==> config.mk <==
export PLATFORM = sky130hd
export DESIGN_NAME = pcf_sat_counter
export DESIGN_NICKNAME = d
export VERILOG_FILES = /design/src/rtl/pcf_pkg.sv /design/src/rtl/pcf_sat_counter.sv
export SDC_FILE = /design/constraint.sdc
export NUM_CORES = 1
export LEC_CHECK = 0
export BUFFER_PORTS_ARGS = -buffer_cell sky130_fd_sc_hd__buf_2
export CAP_MARGIN = 20
export CORE_MARGIN = 2
export CORE_UTILIZATION = 32
export DETAILED_ROUTE_END_ITERATION = 8
export GPL_TIMING_DRIVEN = 0
export PLACE_DENSITY = 0.55
export SYNTH_ARGS = -nofsm -noshare
export SYNTH_HDL_FRONTEND = slang
export SYNTH_SLANG_ARGS = --single-unit
export TNS_END_PERCENT = 1
==> constraint.sdc <==
create_clock -name aclk -period 3.1 [get_ports aclk]
set_clock_uncertainty 0.15 [all_clocks]
set_input_delay 0.93 -clock aclk [delete_from_list [all_inputs] [get_ports aclk]]
set_output_delay 0.93 -clock aclk [all_outputs]
set_load 0.01 [all_outputs]
==> src/rtl/pcf_pkg.sv <==
`timescale 1ns / 1ps
`default_nettype none
// ----------------------------------------------------------------------------
// pcf_pkg: shared types and constants of the playout control block
// States, request codes, register map, matrix move records and helpers.
// ----------------------------------------------------------------------------
package pcf_pkg;

    localparam int COUNT_WIDTH_DEF = 32;
    localparam int STATE_COUNT     = 7;
    localparam int CELL_COUNT      = STATE_COUNT * STATE_COUNT;
    localparam int CELL_IDX_W      = $clog2(CELL_COUNT);
    localparam int MOVE_SLOTS      = 3;
    localparam int EVENT_COUNT     = 6;
    localparam int APB_ADDR_W      = 5;
    localparam int TIME_W          = 62;

    localparam int CNT_ILLEGAL  = 0;
    localparam int CNT_LATENCY  = 1;
    localparam int CNT_TIMEOUT  = 2;
    localparam int CNT_OVERFLOW = 3;
    localparam int CNT_RECOVER  = 4;
    localparam int CNT_LATESEEK = 5;

    localparam logic [31:0] LIMIT_RESET     = 32'd500000;
    localparam logic [15:0] READINESS_RESET = 16'd3;

    typedef enum logic [2:0] {
        ST_IDLE      = 3'd0,
        ST_BUFFERING = 3'd1,
        ST_READY     = 3'd2,
        ST_PLAYING   = 3'd3,
        ST_PAUSED    = 3'd4,
        ST_STOPPING  = 3'd5,
        ST_ERROR     = 3'd6
    } state_t;

    typedef enum logic [3:0] {
        REQ_BEGIN    = 4'd0,
        REQ_PAUSE    = 4'd1,
        REQ_RESUME   = 4'd2,
        REQ_SEEK     = 4'd3,
        REQ_STOP     = 4'd4,
        REQ_RECOVER  = 4'd5,
        REQ_DEPTH    = 4'd6,
        REQ_UNDERRUN = 4'd7,
        REQ_OVERRUN  = 4'd8,
        REQ_CLEARED  = 4'd9,
        REQ_TIMEOUT  = 4'd10,
        REQ_OVERFLOW = 4'd11,
        REQ_QUERY    = 4'd12
    } req_t;

    typedef enum logic [2:0] {
        REG_PAUSE_LIMIT  = 3'd0,
        REG_RESUME_LIMIT = 3'd1,
        REG_SEEK_LIMIT   = 3'd2,
        REG_STOP_LIMIT   = 3'd3,
        REG_READINESS    = 3'd4
    } reg_idx_t;

    typedef struct packed {
        logic [31:0] pause_limit;
        logic [31:0] resume_limit;
        logic [31:0] seek_limit;
        logic [31:0] stop_limit;
        logic [15:0] readiness;
    } cfg_t;

    typedef struct packed {
        logic   valid;
        state_t from;
        state_t to;
    } move_t;

    typedef move_t [MOVE_SLOTS-1:0] move_list_t;

    function automatic logic [CELL_IDX_W-1:0] cell_index(input logic [2:0] from,
                                                         input logic [2:0] to);
        cell_index = CELL_IDX_W'(from) * CELL_IDX_W'(STATE_COUNT) + CELL_IDX_W'(to);
    endfunction

endpackage
`default_nettype wire

==> src/rtl/pcf_sat_counter.sv <==
`timescale 1ns / 1ps
`default_nettype none
// ----------------------------------------------------------------------------
// pcf_sat_counter: saturating event counter
// Counts up on inc, holds at all ones; shows the count clamped to 32 bits.
// ----------------------------------------------------------------------------
module pcf_sat_counter #(
    parameter int WIDTH = pcf_pkg::COUNT_WIDTH_DEF
) (
    input  wire logic        aclk,
    input  wire logic        aresetn,
    input  wire logic        inc,
    output logic [31:0]      view
);

    logic [WIDTH-1:0] count_reg;
    logic [WIDTH-1:0] count_next;

    always_comb begin
        count_next = count_reg;
        if (inc && (count_reg != {WIDTH{1'b1}})) begin
            count_next = count_reg + WIDTH'(1);
        end
    end

    always_ff @(posedge aclk) begin
        if (!aresetn) begin
            count_reg <= '0;
        end else begin
            count_reg <= count_next;
        end
    end

    generate
        if (WIDTH > 32) begin : g_wide
            assign view = (|count_reg[WIDTH-1:32]) ? 32'hFFFF_FFFF : count_reg[31:0];
        end else if (WIDTH == 32) begin : g_exact
            assign view = count_reg;
        end else begin : g_narrow
            assign view = {{(32-WIDTH){1'b0}}, count_reg};
        end
    endgenerate

endmodule
`default_nettype wire

# ---- After elaboration in Yosys (flattened, before gate mapping)
# Index checks and enable logic that the tools add are counted.
dict set report op_classes {
  addsub 1
  n_eq_ne 1
  n_reduce_logical 1
}
# cell n
set op_table {}
lappend op_table {{$add 32x1->32 const B} 1}
lappend op_table {{$ne 32x32->1 const B} 1}
lappend op_table {{$logic_and 1x1->1} 1}
dict set report word_totals {
  ff_bits 32
  inputBits 3
  output_inout_bits 32
  word_cells 4
}

# ---- Depth between registers and ports, before layout
dict set report depth {
  depth_word 2
  ltp_mapped 8
  ltp_nobuf 6
}

# ---- Least setup slack after synthesis
# OpenSTA, ideal clock, no wires.
dict set report synth_path {
  path_type {input to register}
  start {in inc}
  end {reg count_reg[31], in the netlist view[31]}
  setup_time_ns 0.070
  arrival_ns 2.457
  t_required_ns 2.880
  path_slack_ns 0.423
  cell_stages 5
  n_path_buf 0
  path_cell_list {nand4_1 > or4_4 > or3_1 > or4_1 > a21oi_1}
}
dict set report synth_via {
  elab_chain_cells 1
}
# item line
set synth_lines {}
lappend synth_lines {{from (decl)} pcf_sat_counter.sv:12} ;# input wire logic inc,
lappend synth_lines {{$logic_and 1x1->1} pcf_sat_counter.sv:21} ;# if (inc && (count_reg != {WIDTH{1'b1}})) begin
lappend synth_lines {{to (signal assigned)} pcf_sat_counter.sv:30} ;# count_reg <= count_next;
lappend synth_lines {{to (decl)} pcf_sat_counter.sv:16} ;# logic [WIDTH-1:0] count_reg;
# Every way passes these cells.
# A chain may end at the register's enable or synchronous reset.

# ---- Final worst setup path
# Ends and elaborated chain as after synthesis.

==> results.json <==
{
  "status": "finished, final reports clean",
  "worstPathArrival_ps": 2760,
  "synth-simple-area-share_pct": 33.5,
  "cp-end-kind": "flip-flop",
  "setup_viol": 0,
  "syn_to_final_growth_pct": 20.6,
  "groute.usage.overall_pct": 16.8,
  "via_per_inst": 5.48,
  "rows": 26,
  "synth-adder-area-share_pct": 0.734,
  "cts_resized": 0,
  "cts_root_buf": "clkbuf_8",
  "gp_congestion": 0.845,
  "largest_register_ffs": 32,
  "max_slew_margin_pct": 50.6,
  "nNetsFinal": 245,
  "netlist_area_um2": 1700,
  "vias": 1710,
  "synth_xor_area_share_pct": 2.57,
  "start_util_pct": 33.4,
  "clock_sinks": 32,
  "synth_cell_types": 38,
  "grt_max_degree": 11,
  "clock_latency_ps": 290,
  "grt_pass1_vias": 1651,
  "syn_inst": 200,
  "wl_per_cell_um": 15.0,
  "wirelength_um": 4680,
  "hold_viol_final": 0,
  "dpl.hpwl_um": 3440,
  "tightestPinTransition_ps": 733,
  "max_freq_mhz": 372,
  "cp-start-kind": "input pin",
  "core_area_um2": 5110,
  "antenna_cells": 0,
  "ys_seq_elements": 32,
  "synth-compound-area-share_pct": 17.9,
  "path_clk_slew_ps": 70,
  "fin_tns_setup_ps": 0,
  "cp_max_fo": 5,
  "synth_top_family_by_area": "simple AND/OR/NAND/NOR gates",
  "die_h_um": 77.0,
  "syn_avg_cell_area_um2": 8.52,
  "cts.path.max_buffers": 2,
  "min_period_ps": 2690,
  "critPathRequiredTime_ps": 3180,
  "async_flop_share_pct": 0,
  "post_cts_buffers": 0,
  "cts_hold_buffers": 0,
  "cts_tree": "built",
  "yosysTopAreaCell": "dfxtp_1",
  "yosysMostFrequentCell": "dfxtp_1",
  "worstHoldPathType": "reg2reg",
  "cp_slowest_cell": "or4_4",
  "cp_cell_sequence": "buf_2 > nand4_1 > or4_4 > or3_1 > or4_1 > a21oi_1",
  "synth-seq-area-share_pct": 37.6,
  "grt_pass1_wl_um": 7990,
  "p_leak_nw": 0.738,
  "final_layout_size_suffix_gt1_share_pct": 20.7,
  "maxCapViolations": 0,
  "fin_crit_sh_pct": 86.7,
  "portBuffers": 34,
  "critPathMaxStageDelay_ps": 550,
  "synth_nets": 204,
  "io_pins": 35,
  "critical_path_class": "in2reg",
  "muxShareOfSynthArea_pct": 4.11,
  "max-vdd-ir-drop_v": 0.000211,
  "synthTopCellsByCount": "dfxtp_1, nand2_1, a21oi_1, nand3_1",
  "p_per_area_nw_per_um2": 382,
  "numCtsBuffers": 5,
  "drtAntennaViolNets": 0,
  "synthFlopType": "dfxtp_1",
  "firstDrtPassIters": 5,
  "drcViolationCount": 0,
  "synth_area_leaders": "dfxtp_1, o31ai_1, or4_1, a21oi_1, mux2i_1",
  "totalPowerFinal_w": 0.000784,
  "die-width_um": 77.0,
  "fp.dieArea_um2": 5930,
  "cts_max_level": 2,
  "drt_iter0_drc": 92,
  "antenna_found_initial": 0,
  "synth_warnings": 0,
  "synth_top_area_share_pct": 37.6,
  "rsz0062_at_grt": "false",
  "grt.overflow.total": 0,
  "drv_slew": 0,
  "synth_edf_count": 0
}
==> layout by cell type (no fill, tap or decap), drive strengths merged, types with 2 or more instances in the layout <==
master   n
nand2b   9
nand4    9
nor4     6
nand2   16
nand3   14
dfxtp   32
clkbuf  16
o41ai    4
xnor2    4
nor3     3
nor2     9
mux2i    7
o311ai   2
or4     13
and3     3
clkinv   2
o211ai   2
a21oi   15
inv      3
o31ai   11
or3      6
o21ai    3
buf     36
and2     2
and4     6
==> area by class of cell <==
cell class	count	area, µm²
Buffer	12	50.0
Multi-Input combinational cell	153	1000
Clock buffer	6	82.6
Tap cell	70	87.6
Timing Repair Buffer	34	170
Fill cell	546	3050
Sequential cell	32	641
Inverter	3	11.3
Clock inverter	2	10.0
==> final timing paths <==
path                  from  endpoint  slack [ps]  cells after the start
setup / recovery       inc  view[31]         410                      6
hold / removal    view[27]  view[27]         340                      2
setup reg to reg   view[9]  view[17]         480                      8
hold reg to reg   view[27]  view[27]         340                      2
==> cells by family (layout without fill, tap and decap cells) <==
group           Yosys count  after routing
compound gates           44             44
xor+xnor                  5              5
fa+ha+maj                 1              1
buf+inv                  15             57
flops                    32             32
mux                       7              7
simple gates             96             96
==> power by group <==
group / total, W / internal (W) / switching (W) / leakage (nW)
clock network: 0.000338 / 0.000177 / 0.000161 / 0.0510
registers: 0.000417 / 0.000414 / 0.00000327 / 0.258
logic: 0.0000293 / 0.00000919 / 0.0000201 / 0.429
total: 0.000784 / 0.000600 / 0.000184 / 0.738
==> per-stage QoR <==
step | setup slack (ps) | hold slack (ps) | area (µm²) | utilization [%] | cells
global route | 223 | 371 | 2050 | 40.2 | 312
floorplan | 423 | 344 | 1700 | - | 200
finish | 413 | 336 | 2050 | 40.2 | 312
detailed placement | 113 | 330 | 1960 | 38.4 | 304
global placement | 134 | 320 | 1960 | 38.4 | 304
CTS | 412 | 339 | 2050 | 40.2 | 312
==> worst max-delay path, delay by kind of cell <==
family	cells	cell delay, ps
and+or+nand+nor	4	1550
buffers and inverters	1	140
AOI/OAI and AO/OA	1	140
==> metal layers <==
| metal | track usage (%) | part of all wire, % |
|---|---|---|
| met5 | 0 | 0 |
| met4 | 4.29 | 0.81 |
| met3 | 3.53 | 4.2 |
| met2 | 28.0 | 47 |
| met1 | 22.2 | 48 |
No activity file was read; power rests on OpenSTA's default activity.
