**config.mk**
```make
export PLATFORM = sky130hd
export DESIGN_NAME = pcf_trans_matrix
export DESIGN_NICKNAME = d
export VERILOG_FILES = /design/src/rtl/pcf_pkg.sv /design/src/rtl/pcf_sat_counter.sv /design/src/rtl/pcf_trans_matrix.sv
export SDC_FILE = /design/constraint.sdc
export NUM_CORES = 2
export LEC_CHECK = 0
export BUFFER_PORTS_ARGS = -buffer_cell sky130_fd_sc_hd__buf_2
export CORE_ASPECT_RATIO = 2
export CORE_MARGIN = 3
export CORE_UTILIZATION = 62
export CTS_CLUSTER_SIZE = 20
export DETAILED_ROUTE_END_ITERATION = 12
export PLACE_DENSITY = 0.77
export SYNTH_ARGS = -nofsm -noshare
export SYNTH_HDL_FRONTEND = slang
export SYNTH_SLANG_ARGS = --single-unit
```
**constraint.sdc**
```tcl
create_clock -name aclk -period 11.2 [get_ports aclk]
set_clock_uncertainty 0.2 [all_clocks]
set_input_delay 0.56 -clock aclk [delete_from_list [all_inputs] [get_ports aclk]]
set_output_delay 0.56 -clock aclk [all_outputs]
set_load 0.01 [all_outputs]
```
**src/rtl/pcf_pkg.sv**
```systemverilog
`timescale 1ns / 1ps
`default_nettype none
// ----------------------------------------------------------------------------
// pcf_pkg: shared types and constants of the playout control block
// States, request codes, register map, matrix move records and helpers.
// ----------------------------------------------------------------------------
package pcf_pkg;

    localparam int COUNT_WIDTH_DEF = 32;
    localparam int STATE_COUNT     = 7;
    localparam int CELL_COUNT      = STATE_COUNT * STATE_COUNT;
    localparam int CELL_IDX_W      = $clog2(CELL_COUNT);
    localparam int MOVE_SLOTS      = 3;
    localparam int EVENT_COUNT     = 6;
    localparam int APB_ADDR_W      = 5;
    localparam int TIME_W          = 62;

    localparam int CNT_ILLEGAL  = 0;
    localparam int CNT_LATENCY  = 1;
    localparam int CNT_TIMEOUT  = 2;
    localparam int CNT_OVERFLOW = 3;
    localparam int CNT_RECOVER  = 4;
    localparam int CNT_LATESEEK = 5;

    localparam logic [31:0] LIMIT_RESET     = 32'd500000;
    localparam logic [15:0] READINESS_RESET = 16'd3;

    typedef enum logic [2:0] {
        ST_IDLE      = 3'd0,
        ST_BUFFERING = 3'd1,
        ST_READY     = 3'd2,
        ST_PLAYING   = 3'd3,
        ST_PAUSED    = 3'd4,
        ST_STOPPING  = 3'd5,
        ST_ERROR     = 3'd6
    } state_t;

    typedef enum logic [3:0] {
        REQ_BEGIN    = 4'd0,
        REQ_PAUSE    = 4'd1,
        REQ_RESUME   = 4'd2,
        REQ_SEEK     = 4'd3,
        REQ_STOP     = 4'd4,
        REQ_RECOVER  = 4'd5,
        REQ_DEPTH    = 4'd6,
        REQ_UNDERRUN = 4'd7,
        REQ_OVERRUN  = 4'd8,
        REQ_CLEARED  = 4'd9,
        REQ_TIMEOUT  = 4'd10,
        REQ_OVERFLOW = 4'd11,
        REQ_QUERY    = 4'd12
    } req_t;

    typedef enum logic [2:0] {
        REG_PAUSE_LIMIT  = 3'd0,
        REG_RESUME_LIMIT = 3'd1,
        REG_SEEK_LIMIT   = 3'd2,
        REG_STOP_LIMIT   = 3'd3,
        REG_READINESS    = 3'd4
    } reg_idx_t;

    typedef struct packed {
        logic [31:0] pause_limit;
        logic [31:0] resume_limit;
        logic [31:0] seek_limit;
        logic [31:0] stop_limit;
        logic [15:0] readiness;
    } cfg_t;

    typedef struct packed {
        logic   valid;
        state_t from;
        state_t to;
    } move_t;

    typedef move_t [MOVE_SLOTS-1:0] move_list_t;

    function automatic logic [CELL_IDX_W-1:0] cell_index(input logic [2:0] from,
                                                         input logic [2:0] to);
        cell_index = CELL_IDX_W'(from) * CELL_IDX_W'(STATE_COUNT) + CELL_IDX_W'(to);
    endfunction

endpackage
`default_nettype wire

```
**src/rtl/pcf_sat_counter.sv**
```systemverilog
`timescale 1ns / 1ps
`default_nettype none
// ----------------------------------------------------------------------------
// pcf_sat_counter: saturating event counter
// Counts up on inc, holds at all ones; shows the count clamped to 32 bits.
// ----------------------------------------------------------------------------
module pcf_sat_counter #(
    parameter int WIDTH = pcf_pkg::COUNT_WIDTH_DEF
) (
    input  wire logic        aclk,
    input  wire logic        aresetn,
    input  wire logic        inc,
    output logic [31:0]      view
);

    logic [WIDTH-1:0] count_reg;
    logic [WIDTH-1:0] count_next;

    always_comb begin
        count_next = count_reg;
        if (inc && (count_reg != {WIDTH{1'b1}})) begin
            count_next = count_reg + WIDTH'(1);
        end
    end

    always_ff @(posedge aclk) begin
        if (!aresetn) begin
            count_reg <= '0;
        end else begin
            count_reg <= count_next;
        end
    end

    generate
        if (WIDTH > 32) begin : g_wide
            assign view = (|count_reg[WIDTH-1:32]) ? 32'hFFFF_FFFF : count_reg[31:0];
        end else if (WIDTH == 32) begin : g_exact
            assign view = count_reg;
        end else begin : g_narrow
            assign view = {{(32-WIDTH){1'b0}}, count_reg};
        end
    endgenerate

endmodule
`default_nettype wire

```
**src/rtl/pcf_trans_matrix.sv**
```systemverilog
`timescale 1ns / 1ps
`default_nettype none
// ----------------------------------------------------------------------------
// pcf_trans_matrix: 7x7 state-change count matrix
// One saturating cell per state pair, bumped by the move list of a beat,
// with a read port for the queried pair.
// ----------------------------------------------------------------------------
module pcf_trans_matrix #(
    parameter int COUNT_WIDTH = pcf_pkg::COUNT_WIDTH_DEF
) (
    input  wire logic                 aclk,
    input  wire logic                 aresetn,
    input  wire pcf_pkg::move_list_t  moves,
    input  wire logic [2:0]           query_from,
    input  wire logic [2:0]           query_to,
    output logic [31:0]               query_view
);

    logic [31:0] cell_view [pcf_pkg::CELL_COUNT];

    genvar gi, gj;
    generate
        for (gi = 0; gi < pcf_pkg::STATE_COUNT; gi++) begin : g_row
            for (gj = 0; gj < pcf_pkg::STATE_COUNT; gj++) begin : g_col
                logic hit;

                always_comb begin
                    hit = 1'b0;
                    for (int k = 0; k < pcf_pkg::MOVE_SLOTS; k++) begin
                        if (moves[k].valid && (moves[k].from == 3'(gi))
                            && (moves[k].to == 3'(gj))) begin
                            hit = 1'b1;
                        end
                    end
                end

                pcf_sat_counter #(
                    .WIDTH (COUNT_WIDTH)
                ) u_cell (
                    .aclk    (aclk),
                    .aresetn (aresetn),
                    .inc     (hit),
                    .view    (cell_view[gi*pcf_pkg::STATE_COUNT + gj])
                );
            end
        end
    endgenerate

    assign query_view = cell_view[pcf_pkg::cell_index(query_from, query_to)];

endmodule
`default_nettype wire

```
==> flow_results.org, run 1 <==
** Synth
- Post-synthesis cell type count :: 96
- In the synthesized netlist the dominant register cell turns out to be dfxtp_1.
- Leading post-synthesis cells by instance count :: 1,568 x dfxtp_1, 1,453 x nor2_1, 750 x nand2_1
- Share of flip-flops with an asynchronous set or reset after synthesis :: 0%
- In this run, synthesis produced a sequential element count of between 1,500 and 2,000.
- Area leader, netlist :: dfxtp_1
- Average cell area after synthesis :: just under 9 um^2
- Syn Nets :: ~10,000
- In the synthesized netlist, the number of instances is just over 10,000.
- Share of synthesized cell area in full adder, half adder and majority cells :: 0.929%
- By area the synthesized netlist is led by dfxtp_1 36%, mux4_2 9.9%, xnor2_1 6.7%.
- After Yosys synthesis, and, or, nand and nor cells account for 30.2% of the synthesized area.
- Summing the areas of all xor and xnor instances in the mapped netlist gives around an eighth of the synthesized area.
- Dominant combinational cell family by area after synthesis :: simple AND/OR/NAND/NOR gates
- Summing the areas of all compound-gate instances in the mapped netlist gives 7.66% of the synthesized area.
- The synthesized netlist occupies a cell area of between 0.08 and 0.09 mm^2.
- EDFF count, synth :: 0
- Portion of the post-synthesis area used by sequential elements :: 35.6%
- Summed over its instances, the top area cell type makes up 35.6% of the synthesized netlist area.
- During synthesis, Yosys emitted a total of 0 warnings.
- Cell with the most instances after synthesis :: dfxtp_1
- Multiplexer area fraction after synthesis :: a little over a tenth

** Global route
- The first global-routing pass estimated around 560 mm of wire.
- For this run the aggregate overflow at the end of global routing stands at 8.
- Pin count of the biggest net entering global routing :: 231
- Global-route usage over all layers :: about half
- The number of global-route vias before repair is ~86,000.

** Clock network
- Setup fix buffers added after clock tree synthesis :: 0
- In this run the deepest clock path goes through 4 buffers.
- Number of CTS-inserted buffers :: around 150
- Clock tree synthesis selected as its root buffer the cell clkbuf_16.
- CTS built an H-tree with a depth of 4.
- Post-CTS Hold Buffers :: 0
- Number of gates resized after CTS :: 0
- For this design, the sink count on the clock tree is between 1,500 and 2,000.

** Floorplanning
- Vertical die dimension :: ~540 um
- From left edge to right edge, the die measures around 270 um.
- Initial core utilization :: roughly 62%
- The initialized floorplan defines between 150 and 200 standard-cell rows.
- In this run the count of I/O pins placed on the die edge is ~60.

** Outcome
- The tool reported: "[ERROR GRT-0116] Global routing finished with congestion. Check the congestion regions in the DRC Viewer".
- Run status :: stopped before the end
- It got as far as global routing and failed there.

** Placement
- HPWL after detailed placement :: 278 mm
- Prior to clock tree synthesis, the placed netlist has a worst setup slack of ~4.7 ns.
- The congestion estimate from routability-driven global placement came to between 1 and 1.5.
- During placement, the flow inserted port buffers numbering 60.
## routing by layer
| metal | overflow | track usage [%] |
|---|---|---|
| met2 | 3 | 81.6 |
| met1 | 0 | 45.8 |
| met5 | 0 | 0.233 |
| met3 | 0 | 17.3 |
| met4 | 5 | 62.8 |
## through the flow
step           instance area [um^2]  util (%)  std cells
3_5_place_dp                  89800      63.6      11600
3_3_place_gp                  89800      63.6      11600
4_1_cts                       95000      67.2      11900
2_1_floorplan                 88100         -      10100
## cells by family after synthesis
logic type	Yosys count
compound gates	1011
fa+ha+maj	63
simple gates	5121
flops	1568
mux	483
xor+xnor	1184
buf+inv	625
==> run 2, diff against run 1 <==
--- a/config.mk
+++ b/config.mk
@@ -6,12 +6,10 @@
 export NUM_CORES = 2
 export LEC_CHECK = 0
 export BUFFER_PORTS_ARGS = -buffer_cell sky130_fd_sc_hd__buf_2
-export CORE_ASPECT_RATIO = 2
 export CORE_MARGIN = 3
-export CORE_UTILIZATION = 62
-export CTS_CLUSTER_SIZE = 20
+export CORE_UTILIZATION = 40
 export DETAILED_ROUTE_END_ITERATION = 12
-export PLACE_DENSITY = 0.77
+export PLACE_DENSITY_LB_ADDON = 0.15
 export SYNTH_ARGS = -nofsm -noshare
 export SYNTH_HDL_FRONTEND = slang
 export SYNTH_SLANG_ARGS = --single-unit
==> run 2 against run 1 <==
  * The run now ends clean
  * Synthesized area unchanged
  * Synthesized cell count did not move
==> flow_results.org, run 2 <==
** Outcome
- Run status :: finished clean (was stopped before the end)

** Drt
- Uppermost layer routed :: met5
- Overall via count from detail_route :: around 80,000
- The routed design uses roughly 150 mm of met2 wire.
- 1st-iter DRT viols :: 9,394
- DRC viols :: 0
- Ratio of routed vias to standard cells :: roughly 6.2
- For this block, the routed nets add up to between 300 and 400 mm of wire.
- In this run the remaining antenna-violating nets after routing total 0.
- Detailed-routing wirelength on met1 :: around 140 mm
- Average wire per cell in the routed design :: around 26 um
- For this run, the detailed router's first-pass iteration total came to 10.
- Routed wl met3 :: 28.2 mm

** Min path
- Along the worst hold path, the cell count comes to 2.
- Launch point of the worst hold path :: g_row[2].g_col[3].u_cell.view[5]$_SDFFE_PN0P_
- The path with the worst hold slack has its endpoint at g_row[2].g_col[3].u_cell.view[5]$_SDFFE_PN0P_.
- The path class of the tightest hold or removal check is reg -> reg.

** Synth
- Cell area after synthesis :: 0.0881 mm^2 (unchanged)
- The number of flops mapped to enable cells by yosys is 0 (unchanged).
- Portion of the post-synthesis area used by sequential elements :: 35.6% (unchanged)
- The count of mapped cells out of synthesis was 10,100 (unchanged).
- Biggest area contributors in the synthesized netlist :: dfxtp_1 36%, mux4_2 9.9%, xnor2_1 6.7% (unchanged)
- The number of nets produced by synthesis was 10,100 (unchanged).
- The share of the synthesized area in the top cell type was 35.6% (unchanged).
- Leading post-synthesis cells by instance count: 1,568 x dfxtp_1, 1,453 x nor2_1, 750 x nand2_1 (unchanged).
- The number of different library cells in the post-synthesis netlist was 96 (unchanged).
- The primary flip-flop cell chosen by synthesis mapping is dfxtp_1 (unchanged).
- The cell with the most instances after synthesis is dfxtp_1 (unchanged).
- The per-instance average area after synthesis came to 8.76 um^2 (unchanged).
- The share of synthesized registers carrying an async set or reset was 0% (unchanged).
- The register bit total from synthesis was 1,568 (unchanged).
- Yosys warning total :: 0 (unchanged)
- The leading area contributor after synthesis is dfxtp_1 (unchanged).

** Setup path
- The worst setup path is launched from an input pin.
- Endpoint required time on the critical path :: around 10 ns
- Highest net fanout along the worst path :: 59
- CP endpoint kind :: output pin
- Type of the setup path with the least slack :: in -> out
- Setup slack on the worst reg-to-reg path comes out at about 7.6 ns.
- Origin of the critical flop-to-flop path :: g_row[1].g_col[1].u_cell.view[24]$_SDFFE_PN0P_
- Data on the critical path arrives at its endpoint at around 6.6 ns.
- In this run the critical register-to-register path is captured at g_row[1].g_col[1].u_cell.view[13]$_SDFFE_PN0P_.
- The worst register-to-register path has a depth of 6.

** Run
- Max-cap violations in this run came to 0.

** Clock network
- TritonCTS built the clock tree.
- The buffers inserted during post-CTS setup optimization was 0 (unchanged).
- After clock tree synthesis, the clock-pin slew on the worst setup and hold paths is approximately 0.06 ns.
- The root buffer cell is clkbuf_16 (unchanged).
- The maximum count of clock buffers along a single path was 3 (was 4).
- Clock Sink Count :: 1,568 (unchanged)
- Post-CTS Hold Buffers :: 1 (was 0)
- Latest clock arrival within the worst-skew pair :: between 0.8 and 0.9 ns
- Number of gates resized after CTS :: 0 (unchanged)
- The CTS H-tree depth was 4 (unchanged).
- The number of buffers added by the clock tree synthesis step is 184 (was 153).

** Floorplanning
- The die width came to 475 um (was 273 um).
- Placeable Area :: 0.218 mm^2
- Initial core utilization :: 40.4% (was 62.4%)
- Vertical die dimension :: 475 um (was 539 um)
- The boundary pin count was 61 (unchanged).
- The count of standard-cell rows came to 171 (was 195).
- Area of the die :: around 0.23 mm^2

** Pwr
- For this design the static power due to leakage is 31.0 nW.
- In this run the power density over the cells is about 130 mW/mm^2.
- Worst vdd ir :: 0.133 mV

** STA
- Headroom to the max-slew limit came out at 1.88%.
- Final Max Tran Viols :: 0
- Time the final worst path needs with I/O delays and setup :: approximately 7.3 ns
- Number of hold-slack violations in the final timing report :: 0
- Of the available clock period, the critical path in the final layout requires between 60% and 70%.
- Setup total negative slack on the finished layout was measured at 0 ns.
- Timing-limited maximum frequency :: 136 MHz
- After layout, the worst setup slack is around 3.9 ns.
- Measured slew at the worst slew-check pin :: around 1.5 ns
- Setup violations remaining at the end of the flow were counted as 0.
- Unrepaired setup endpoints after global routing :: false
- Final hold analysis gives a worst-case slack of about 0.29 ns.

** Finish
- Compared with the post-synthesis result, the final layout area differs by 10.7%.
- In the final design database the tool counted 10,000 nets.
- The register with the most flip-flops in the layout has 1,568 of them.
- Measured on the finished design, the core utilization comes to between 40% and 50%.
- Proportion of layout cells with a drive suffix above 1 :: about a tenth
- For this run, the number of standard cells in the final layout without fillers is between 10,000 and 15,000.
- In the layout the commonest cells are 1,568 x dfxtp_1, 1,451 x nor2_1, 750 x nand2_1.
- Counting the fill cells in the layout gives 20,900.
- The library cell used most frequently in the layout, excluding fill and tap cells, is dfxtp_1.

** Placement
- Dpl cells :: 12,600 (was 11,600)
- The placer's final routability congestion estimate was 1.06 (was 1.18).
- The pre-CTS worst setup slack came to 4.28 ns (was 4.73 ns).
- HPWL after detailed placement :: 255 mm (was 278 mm)
- The count of port buffers added during placement is 60 (unchanged).

** Global route
- After global routing the overflow that remains totals 0.
- Pin count of the biggest net entering global routing :: roughly 200
- Global-route usage over all layers :: 28.8%
- Wire length of the first global-routing pass :: about 490 mm
- The number of global-route vias before repair was about 73,000.
- The number of antenna violations at the first check in global routing is 30.
==> run 2: critical path: stages <==
cell,delay [ns]
buf_2,0.14
fa_1,0.51
fa_1,0.54
inv_1,0.07
fa_1,0.50
xor2_1,0.89
and2_4,0.59
buf_4,0.75
a22oi_1,0.37
nand2_1,0.25
o22ai_1,0.36
a21oi_1,0.71
buf_2,0.26
==> run 2: worst max-delay path by stage <==
| stage | cells after the start | slack (ns) | from | end |
|---|---|---|---|---|
| floorplan | 11 | 6.40 | query_from[0] | query_view[15] |
| global placement | 13 | 4.33 | query_from[0] | query_view[27] |
| detailed placement | 13 | 4.28 | query_from[0] | query_view[27] |
| CTS | 13 | 4.28 | query_from[0] | query_view[27] |
| global route | 13 | 3.79 | query_from[0] | query_view[31] |
| finish | 13 | 3.87 | query_from[0] | query_view[31] |
==> run 2: report_power, final <==
part | switching (W) | internal [W] | leakage (nW) | total, W
Combinational | 0.000735 | 0.000252 | 15.2 | 0.000987
Clock | 0.00264 | 0.00378 | 3.13 | 0.00642
Sequential | 0.00000809 | 0.00558 | 12.6 | 0.00559
Total | 0.00338 | 0.00961 | 31.0 | 0.0130
==> run 2: kinds of logic after synthesis <==
kind of cell	share of synthesized area, %
AO/OA/AOI/OAI	7.66
XOR/XNOR	11.8
adder cells (fa/ha/maj)	0.929
buffers and inverters	2.78
flip-flops	35.6
multiplexers	11.0
AND/OR/NAND/NOR	30.2
==> run 2: metal layers <==
metal  vias up  track usage [%]
met3       608             5.29
met5         -                0
li1      36600                -
met2      3537             43.5
met4         2             15.7
met1     39600             39.1
==> run 2: cell type report <==
| type | instances | area (um^2) | area share [%] |
|---|---|---|---|
| clock buffers | 259 | 5270 | 5.40 |
| diodes | 19 | 47.5 | 0.0488 |
| flip-flops and latches | 1568 | 31400 | 32.2 |
| repair buffers | 166 | 1220 | 1.25 |
| inverters | 137 | 522 | 0.535 |
| clock inverters | 72 | 1130 | 1.16 |
| well taps | 2854 | 3570 | 3.66 |
| multi-input cells | 7862 | 54400 | 55.8 |
==> run 2: per-stage QoR <==
stage | power [W] | instance area, um^2
after global routing | 0.0133 | 97500
after global placement | 0.00666 | 91100
final | 0.0130 | 97500
after floorplan | 0.00636 | 88100
after detailed placement | 0.00668 | 91100
after CTS | 0.0131 | 97500
Note: power is estimated with default switching activity, not from simulation.
