## src/rtl/pcf_pkg.sv

```systemverilog
`timescale 1ns / 1ps
`default_nettype none
// ----------------------------------------------------------------------------
// pcf_pkg: shared types and constants of the playout control block
// States, request codes, register map, matrix move records and helpers.
// ----------------------------------------------------------------------------
package pcf_pkg;

    localparam int COUNT_WIDTH_DEF = 32;
    localparam int STATE_COUNT     = 7;
    localparam int CELL_COUNT      = STATE_COUNT * STATE_COUNT;
    localparam int CELL_IDX_W      = $clog2(CELL_COUNT);
    localparam int MOVE_SLOTS      = 3;
    localparam int EVENT_COUNT     = 6;
    localparam int APB_ADDR_W      = 5;
    localparam int TIME_W          = 62;

    localparam int CNT_ILLEGAL  = 0;
    localparam int CNT_LATENCY  = 1;
    localparam int CNT_TIMEOUT  = 2;
    localparam int CNT_OVERFLOW = 3;
    localparam int CNT_RECOVER  = 4;
    localparam int CNT_LATESEEK = 5;

    localparam logic [31:0] LIMIT_RESET     = 32'd500000;
    localparam logic [15:0] READINESS_RESET = 16'd3;

    typedef enum logic [2:0] {
        ST_IDLE      = 3'd0,
        ST_BUFFERING = 3'd1,
        ST_READY     = 3'd2,
        ST_PLAYING   = 3'd3,
        ST_PAUSED    = 3'd4,
        ST_STOPPING  = 3'd5,
        ST_ERROR     = 3'd6
    } state_t;

    typedef enum logic [3:0] {
        REQ_BEGIN    = 4'd0,
        REQ_PAUSE    = 4'd1,
        REQ_RESUME   = 4'd2,
        REQ_SEEK     = 4'd3,
        REQ_STOP     = 4'd4,
        REQ_RECOVER  = 4'd5,
        REQ_DEPTH    = 4'd6,
        REQ_UNDERRUN = 4'd7,
        REQ_OVERRUN  = 4'd8,
        REQ_CLEARED  = 4'd9,
        REQ_TIMEOUT  = 4'd10,
        REQ_OVERFLOW = 4'd11,
        REQ_QUERY    = 4'd12
    } req_t;

    typedef enum logic [2:0] {
        REG_PAUSE_LIMIT  = 3'd0,
        REG_RESUME_LIMIT = 3'd1,
        REG_SEEK_LIMIT   = 3'd2,
        REG_STOP_LIMIT   = 3'd3,
        REG_READINESS    = 3'd4
    } reg_idx_t;

    typedef struct packed {
        logic [31:0] pause_limit;
        logic [31:0] resume_limit;
        logic [31:0] seek_limit;
        logic [31:0] stop_limit;
        logic [15:0] readiness;
    } cfg_t;

    typedef struct packed {
        logic   valid;
        state_t from;
        state_t to;
    } move_t;

    typedef move_t [MOVE_SLOTS-1:0] move_list_t;

    function automatic logic [CELL_IDX_W-1:0] cell_index(input logic [2:0] from,
                                                         input logic [2:0] to);
        cell_index = CELL_IDX_W'(from) * CELL_IDX_W'(STATE_COUNT) + CELL_IDX_W'(to);
    endfunction

endpackage
`default_nettype wire

```

## src/rtl/pcf_apb_regs.sv

```systemverilog
`timescale 1ns / 1ps
`default_nettype none
// ----------------------------------------------------------------------------
// pcf_apb_regs: configuration register file
// Latency limits and readiness threshold, written and read over APB.
// ----------------------------------------------------------------------------
module pcf_apb_regs (
    input  wire logic                          aclk,
    input  wire logic                          aresetn,
    input  wire logic                          psel,
    input  wire logic                          penable,
    input  wire logic                          pwrite,
    input  wire logic [pcf_pkg::APB_ADDR_W-1:0] paddr,
    input  wire logic [31:0]                   pwdata,
    output logic [31:0]                        prdata,
    output logic                               pready,
    output pcf_pkg::cfg_t                      cfg
);

    pcf_pkg::cfg_t     cfg_reg;
    pcf_pkg::cfg_t     cfg_next;
    pcf_pkg::reg_idx_t reg_idx;
    logic              wr_en;

    assign pready  = 1'b1;
    assign reg_idx = pcf_pkg::reg_idx_t'(paddr[4:2]);
    assign wr_en   = psel && penable && pwrite;

    always_comb begin
        cfg_next = cfg_reg;
        if (wr_en) begin
            unique case (reg_idx)
                pcf_pkg::REG_PAUSE_LIMIT:  cfg_next.pause_limit  = pwdata;
                pcf_pkg::REG_RESUME_LIMIT: cfg_next.resume_limit = pwdata;
                pcf_pkg::REG_SEEK_LIMIT:   cfg_next.seek_limit   = pwdata;
                pcf_pkg::REG_STOP_LIMIT:   cfg_next.stop_limit   = pwdata;
                pcf_pkg::REG_READINESS:    cfg_next.readiness    = pwdata[15:0];
                default: ;
            endcase
        end
    end

    always_comb begin
        unique case (reg_idx)
            pcf_pkg::REG_PAUSE_LIMIT:  prdata = cfg_reg.pause_limit;
            pcf_pkg::REG_RESUME_LIMIT: prdata = cfg_reg.resume_limit;
            pcf_pkg::REG_SEEK_LIMIT:   prdata = cfg_reg.seek_limit;
            pcf_pkg::REG_STOP_LIMIT:   prdata = cfg_reg.stop_limit;
            pcf_pkg::REG_READINESS:    prdata = {16'b0, cfg_reg.readiness};
            default:                   prdata = 32'b0;
        endcase
    end

    always_ff @(posedge aclk) begin
        if (!aresetn) begin
            cfg_reg.pause_limit  <= pcf_pkg::LIMIT_RESET;
            cfg_reg.resume_limit <= pcf_pkg::LIMIT_RESET;
            cfg_reg.seek_limit   <= pcf_pkg::LIMIT_RESET;
            cfg_reg.stop_limit   <= pcf_pkg::LIMIT_RESET;
            cfg_reg.readiness    <= pcf_pkg::READINESS_RESET;
        end else begin
            cfg_reg <= cfg_next;
        end
    end

    assign cfg = cfg_reg;

endmodule
`default_nettype wire

```

## config.mk

```make
export PLATFORM = sky130hd
export DESIGN_NAME = pcf_apb_regs
export DESIGN_NICKNAME = d
export VERILOG_FILES = /design/src/rtl/pcf_pkg.sv /design/src/rtl/pcf_apb_regs.sv
export SDC_FILE = /design/constraint.sdc
export NUM_CORES = 1
export LEC_CHECK = 0
export BUFFER_PORTS_ARGS = -buffer_cell sky130_fd_sc_hd__buf_4
export CAP_MARGIN = 40
export CELL_PAD_IN_SITES_DETAIL_PLACEMENT = 0
export CELL_PAD_IN_SITES_GLOBAL_PLACEMENT = 1
export CORE_MARGIN = 2
export CORE_UTILIZATION = 38
export DETAILED_ROUTE_END_ITERATION = 10
export PLACE_DENSITY_LB_ADDON = 0.1
export SLEW_MARGIN = 40
export SYNTH_ARGS = -nofsm -noshare
export SYNTH_HDL_FRONTEND = slang
export SYNTH_SLANG_ARGS = --single-unit
```

## constraint.sdc

```tcl
create_clock -name aclk -period 1.9 [get_ports aclk]
set_clock_uncertainty 0.2 [all_clocks]
set_input_delay 0.19 -clock aclk [delete_from_list [all_inputs] [get_ports aclk]]
set_output_delay 0.19 -clock aclk [all_outputs]
set_load 0.03 [all_outputs]
```

Yosys cells after proc, flatten, opt, wreduce, memory -nomap -nowiden
Cells that the tools add are included.
{"block": "totals", "regBits": 144, "output_inout_bits": 177}
{"block": "op_classes", "n_eq_ne": 4, "muxes": 1, "n_reduce_logical": 8}
{"cell": "$pmux 32 s5", "n": 1}
{"cell": "$reduce_and 2->1", "n": 5}
{"cell": "$eq 3x2->1 const B", "n": 2}
{"cell": "$eq 3x1->1 const B", "n": 1}
{"cell": "$eq 3x3->1 const B", "n": 1}
{"cell": "$logic_not 3->1", "n": 1}
{"cell": "$logic_and 1x1->1", "n": 2}

Logic depth before layout (Yosys ltp)
Gate-level depths: netlist (run 1).
{"block": "logic_depth", "depth_word": 3, "mapped_depth": 7}

Worst setup path before layout (run 1)
OpenSTA, ideal clock, no wires.
{"block": "synth_timing", "path_type": "in2out", "from": "in paddr[4] in the netlist's numbering", "to": "out prdata[0]", "n_path_buf": 3, "arrival_time_ns": 1.553, "setup_slack_ns": -0.043, "cell_stages": 6, "required_time_ns": 1.510, "cell_sequence": "buf_6 > nor2b_1 > clkbuf_1 > clkbuf_1 > a22oi_1 > o22ai_1"}
{"block": "synth_via", "elab_chain_cells": 2, "elab_cells_between_ends": 6, "cone_classes": "eq/ne: 4; mux: 1; reduce/logical: 1"}
{"item": "from (decl)", "line_no": "pcf_apb_regs.sv:13", "rtl": "input wire logic [pcf_pkg::APB_ADDR_W-1:0] paddr,"}
{"item": "$eq 3x3->1, or another cell as far along", "line_no": "pcf_apb_regs.sv:44", "rtl": "unique case (reg_idx)"}
{"item": "$pmux 32 s5 *", "line_no": "pcf_apb_regs.sv:44"}
{"item": "to (decl)", "line_no": "pcf_apb_regs.sv:15", "rtl": "output logic [31:0] prdata,"}
Mark *: on every way between the ends. The rest lies on a longest branch, timed or not.

Worst setup path after layout (run 1)
{"block": "layout_timing", "from": "reg cfg_reg (netlist bit cfg[46])", "to": "out prdata[30]"}
{"block": "layout_via", "elab_chain_cells": 1}
{"item": "from (decl)", "line_no": "pcf_apb_regs.sv:20", "rtl": "pcf_pkg::cfg_t cfg_reg;"}
{"item": "from (signal assigned)", "line_no": "pcf_apb_regs.sv:62", "rtl": "cfg_reg <= cfg_next;"}
{"item": "$pmux 32 s5", "line_no": "pcf_apb_regs.sv:44"}
Every way passes these cells.

==> run summary, run 1 <==
final worst slack - -0.0229 ns
final hold viol count - 0
num ports - 219
die width - 135 um
vias in the first global route - 5807
most common cell after layout, fill and taps aside - buf_4
worst vdd ir - 0.622 mV
largest family of logic cells by synthesized area - multiplexers
Clock Latency Late Sink - 0.42 ns
DR iter-0 viols - 308
FILL cells - 1456
PwrDens - 739 nW/um^2
drt drc - 0
dpl hpwl - 14000 um
via count - 5789
CTS Buf Count - 17
status - complete, but fails checks
Gate Count Post-Synth - 643
input/output buffers - 215
Critical Path Source Type - register
syn avg cell area - 10.1 sq um
unrepaired setup endpoints after global routing - yes
Ys Warns - 0
post-synthesis cell type count - 28
GRT Overall Usage - 22.5%
M1 WL - 9110 um
Setup CP Type - reg -> out
Clock Path Buffers - 2
Max H-tree Level - 4
Critical Path AT - 1.53 ns
net count after synthesis - 685
XOR/XNOR Fraction of Synth Area - 0%
clk sinks - 144
Final Max Tran Viols - 0
Final #Nets - 956
Max-Cap Viols - 0
first-pass GRT wire length - 31800 um
max reg flops - 144
pin count of the biggest net entering global routing - 63
met3 wire len - 1260 um
core area - 16600 sq um
Slowest-stage cell, CP - mux4_2
Adder-Cell Fraction of Synth Area - 0%
post-route ant nets - 0
FP Rows - 47
Total Routed Length - 20500 um
final setup vio count - 5
mux share of post-synthesis cell area - 29.5%
worst path cell trace - mux4_2 -> nor2b_2 -> buf_6
routed wl met2 - 9780 um
CTS Root Cell - clkbuf_16
HP Class - in -> reg
ANT cells - 0
Syn-to-layout area delta - 53.2%
period utilisation layout - 101%
Critical Path RT - 1.51 ns
DR pass1 iterations - 4
Max stage delay on crit path - 0.46 ns
top cell type by total area after synthesis - dfxtp_1
fraction of layout cells with a size suffix above 1 - 46.6%
Chip Height - 135 um
Lkg Pwr - 4.62 nW
cell area after synthesis - 6510 sq um
failing checks - setup timing
post-synthesis sequential area ratio - 44.3%
number of antenna violations at the first check in global routing - 0
total power - 7.37 mW
top sig layer - met4
fin crit period - 1.92 ns
Final GP Congestion - 0.776
Area contributors post-synth - dfxtp_1 44%, mux2i_1 21%, nand2_1 8.2%
top cell type's share of synthesized area - 44.3%
compound-cell area share of the yosys netlist - 6.04%
commonest non-fill, non-tap cells in the layout - 252 x buf_4, 143 x nand2_1, 139 x mux2i_1
Simple-Gate Fraction of Synth Area - 14.7%
number of synthesized register bits - 144
remaining global-route overflow - 0
die area - 18200 sq um
Setup WS pre-CTS - 0.0669 ns
CTS tree - yes
Clock Pin Slew Worst Setup and Hold Paths - 0.06 ns
Starting Density - 39.1%
crit-path max FO - 2
vias per cell - 5.05
Routed WL per cell - 17.9 um
FMAX - 0.520 GHz
Worst setup EP type - output pin
[what timing repair did]
| item | 4_1_cts | 5_1_grt |
|---|---|---|
| setup endpoints to repair | 21 | 27 |
| endpoints found under the hold margin | 144 | 0 |
| gates resized for setup | 59 | 31 |
| hold buffers | 32 | 0 |
| pin swaps | 0 | 3 |
| setup buffers | 30 | 4 |
[layout make-up]
cell class | count | area (sq um) | area share [%]
repair buffers | 309 | 2630 | 26.3
well taps | 220 | 275 | 2.76
multi-input cells | 435 | 3440 | 34.6
inverters | 7 | 26.3 | 0.264
clock buffers | 19 | 433 | 4.34
flip-flops and latches | 144 | 2960 | 29.6
clock inverters | 13 | 210 | 2.11
[final timing paths]
check | start | end | slack, ns | depth (start not counted)
worst max-delay path | cfg[46] | prdata[30] | -0.02 | 3
worst min-delay path | aresetn | cfg[120] | 0.06 | 3
worst max register to register | cfg[64] | cfg[64] | 0.93 | 3
worst min register to register | cfg[100] | cfg[100] | 0.26 | 2
[critical path, delay by kind of cell, from the launching register on]
kind	cells	cell delay, ns
and+or+nand+nor	1	0.17
buffers and inverters	1	0.15
muxes	1	0.46
DFF	1	0.32
[metal layers]
metal  vias to the layer above  global-route usage [%]
met5                         -                       0
met4                         0                    7.54
met2                       176                    36.7
met3                        24                    6.04
met1                      2810                    29.1
li1                       2779                       -
[synth_stat cells]
master	number
nand3b_2	1
buf_2	10
nand2_1	143
and4b_1	1
o2bb2ai_1	1
buf_4	10
nor2_1	1
nand3b_1	1
conb_1	1
a22oi_1	30
nand4_1	1
nand3_2	1
nor3_2	1
mux4_2	16
buf_6	8
o21a_1	1
clkbuf_1	29
o22ai_1	15
inv_1	7
and2_1	1
o21ai_0	1
mux2_2	15
dfxtp_1	144
mux2i_1	139
and3b_1	1
nand3_1	7
nor2b_1	50
o211ai_1	7
[report_power, final]
group          internal, mW  total (mW)  switching, mW
Sequential             3.04        3.06         0.0188
Combinational         0.296       0.671          0.375
Clock                  2.33        3.64           1.30
Total                  5.67        7.37           1.70
[per-stage QoR]
step	utilization (%)	std cells	TNS, ns	hold slack [ns]	instance area [sq um]
detailed placement	51.4	1049	0	0.268	8550
CTS	59.1	1143	-0.178	0.0408	9840
floorplan	-	643	0	0.132	6570
finish	59.9	1147	-0.0470	0.0601	9970
global route	59.9	1147	-0.694	0.0679	9970
global placement	51.4	1049	0	0.257	8550
[logic make-up after synthesis]
logic type             count (synthesis)
AND/OR/NAND/NOR                      209
multiplexers                         170
flip-flops                           144
buffers and inverters                 64
AO/OA/AOI/OAI                         55
other                                  1
Note: power is estimated with default switching activity, not from simulation.
==> run 2: changes to the inputs <==
Settings changed: CELL_PAD_IN_SITES_DETAIL_PLACEMENT 0 to default, CELL_PAD_IN_SITES_GLOBAL_PLACEMENT 1 to default, CORE_UTILIZATION 38 to 51, PLACE_DENSITY from default to 0.81, PLACE_DENSITY_LB_ADDON 0.1 to default.
==> run 2 against run 1 <==
  * The flow still finishes with violations (setup timing)
  * Power down 9.2%
  * Via count up 5.2%
  * Core utilization grew 18 points
  * Combinational power rose by 3%
  * Worst hold slack improved by 0.049 ns
  * Largest power group is now registers
==> run summary, run 2 (synthesized netlist as in run 1, its figures left out) <==
status - complete, but fails checks (unchanged)
failing checks - setup timing (unchanged)
Syn-to-layout area delta - 49.8% (was 53.2%)
critical path startpoint - cfg[137] (was cfg[46])
Non-Filler Instances - 1088 (was 1147)
vias per cell - 5.60 (was 5.05)
first-pass GRT wire length - 31700 um (was 31800 um)
Total Routed Length - 21600 um (was 20500 um)
input/output buffers - 215 (unchanged)
final setup vio count - 2 (was 5)
period utilisation layout - 102% (was 101%)
Critical Path RT - 1.51 ns (about the same)
num ports - 219 (unchanged)
Starting Density - 52.0% (was 39.1%)
Flop pwr share - 45.8% (was 41.6%)
Slowest-stage cell, CP - mux4_2 (unchanged)
placed inst area - 8500 sq um (was 8550 sq um)
Hold WS - 0.109 ns (was 0.0601 ns)
vias in the first global route - 6159 (was 5807)
worst path cell trace - mux4_2 -> nor2b_1 -> buf_4 (was mux4_2 -> nor2b_2 -> buf_6)
Clock Path Buffers - 2 (unchanged)
Final GP Congestion - 0.852 (was 0.776)
clk sinks - 144 (unchanged)
Max stage delay on crit path - 0.46 ns (about the same)
Routed WL per cell - 19.8 um (was 17.9 um)
DR iter-0 viols - 507 (was 308)
die area - 13700 sq um (was 18200 sq um)
Clock Pin Slew Worst Setup and Hold Paths - 0.05 ns (was 0.06 ns)
CTS Buf Count - 17 (unchanged)
finished layout cell area - 9750 sq um (was 9970 sq um)
Final Max Tran Viols - 0 (unchanged)
post-route ant nets - 0 (unchanged)
core area - 12500 sq um (was 16600 sq um)
clock share of power - 43.9% (was 49.3%)
HP Class - in -> reg (unchanged)
FP Rows - 41 (was 47)
CTS Root Cell - clkbuf_16 (unchanged)
Max H-tree Level - 4 (unchanged)
CTS tree - yes (unchanged)
number of antenna violations at the first check in global routing - 0 (unchanged)
Sw Pwr - 1.55 mW (was 1.70 mW)
R2R Path Start - cfg[130] (was cfg[64])
Worst Hold Launch - paddr[3] (was aresetn)
unrepaired setup endpoints after global routing - yes (unchanged)
worst vdd ir - 0.496 mV (was 0.622 mV)
Final #Nets - 950 (was 956)
Largest delay share family, worst path - multiplexers (unchanged)
pin count of the biggest net entering global routing - 63 (unchanged)
fraction of layout cells with a size suffix above 1 - 43.4% (was 46.6%)
Max-Cap Viols - 0 (unchanged)
post-placement cell count - 1006 (was 1049)
Chip Height - 117 um (was 135 um)
switching share of power - 23.2% (was 23.0%)
GRT Overall Usage - 30.5% (was 22.5%)
remaining global-route overflow - 0 (unchanged)
Lkg Pwr - 4.55 nW (was 4.62 nW)
CP bufs+invs - 1 (unchanged)
final worst slack - -0.0418 ns (was -0.0229 ns)
via count - 6089 (was 5789)
Clock Latency Late Sink - 0.42 ns (about the same)
max reg flops - 144 (unchanged)
FMAX - 0.515 GHz (was 0.520 GHz)
DR pass1 iterations - 5 (was 4)
most common cell after layout, fill and taps aside - buf_4 (unchanged)
Setup CP Type - reg -> out (unchanged)
Critical Path Source Type - register (unchanged)
die width - 117 um (was 135 um)
Setup TNS - -0.0512 ns (was -0.0470 ns)
commonest non-fill, non-tap cells in the layout - 240 x buf_4, 143 x nand2_1, 139 x mux2i_1 (was 252 x buf_4, 143 x nand2_1, 139 x mux2i_1)
crit-path max FO - 3 (was 2)
Critical Path AT - 1.55 ns (was 1.53 ns)
fin crit period - 1.94 ns (was 1.92 ns)
Int Pwr - 5.14 mW (was 5.67 mW)
Gate power share - 10.3% (was 9.1%)
drt drc - 0 (unchanged)
final hold viol count - 0 (unchanged)
PwrDens - 686 nW/um^2 (was 739 nW/um^2)
Worst setup EP type - output pin (unchanged)
dpl hpwl - 13700 um (was 14000 um)
## run 2: through the flow
step                      power [mW]  setup WS, ns  util, %
after floorplan                 3.47       0.00620        -
after global placement          3.71         0.103     67.9
after detailed placement        3.72        0.0937     67.9
after CTS                       6.69      -0.00491     76.1
after global routing            6.90       -0.0688     77.9
final                           6.69       -0.0418     77.9
## run 2: cell type report
class                      count  area (sq um)
multi-input combinational    435          3490
sequential                   144          2930
fill                         803          2760
timing repair buffer         303          2580
clock buffer                  25           505
tap                          172           215
inverter                       7          26.3
clock inverter                 1          5.00
antenna                        1          2.50
## run 2: routing by layer
| metal | global-route usage [%] | wire, um | up-vias |
|---|---|---|---|
| met5 | 0 | 0 | - |
| met4 | 15.2 | 761 | 0 |
| met3 | 6.59 | 1150 | 63 |
| met2 | 53.3 | 11200 | 251 |
| met1 | 35.3 | 8480 | 3022 |
| li1 | - | - | 2753 |
## run 2: repair_timing
action | in CTS | in global routing
setup buffers | 8 | 11
hold buffers | 36 | 0
pin swaps | 0 | 4
resized for setup | 41 | 42
endpoints found under the setup margin | 15 | 27
hold endpoints to repair | 144 | 0
## run 2: tightest hold or removal path, delay by kind of cell
family        cells  cell delay (ns)
buf+inv           1             0.16
mux               1             0.09
simple gates      1             0.23
## run 2: final timing paths
kind,endpoint,slack (ns),depth (start not counted)
worst max-delay path,prdata[25],-0.04,3
worst min-delay path,cfg[92],0.11,3
worst max register to register,cfg[130],0.37,4
worst min register to register,cfg[109],0.27,2
## run 2: power by group through the flow
stage / sequential, mW / combinational (mW) / clock (mW)
floorplan: 3.17 / 0.298 / 0
global placement: 3.13 / 0.580 / 0
detailed placement: 3.13 / 0.593 / 0
CTS: 3.07 / 0.662 / 2.96
global route: 3.07 / 0.724 / 3.11
finish: 3.07 / 0.690 / 2.94
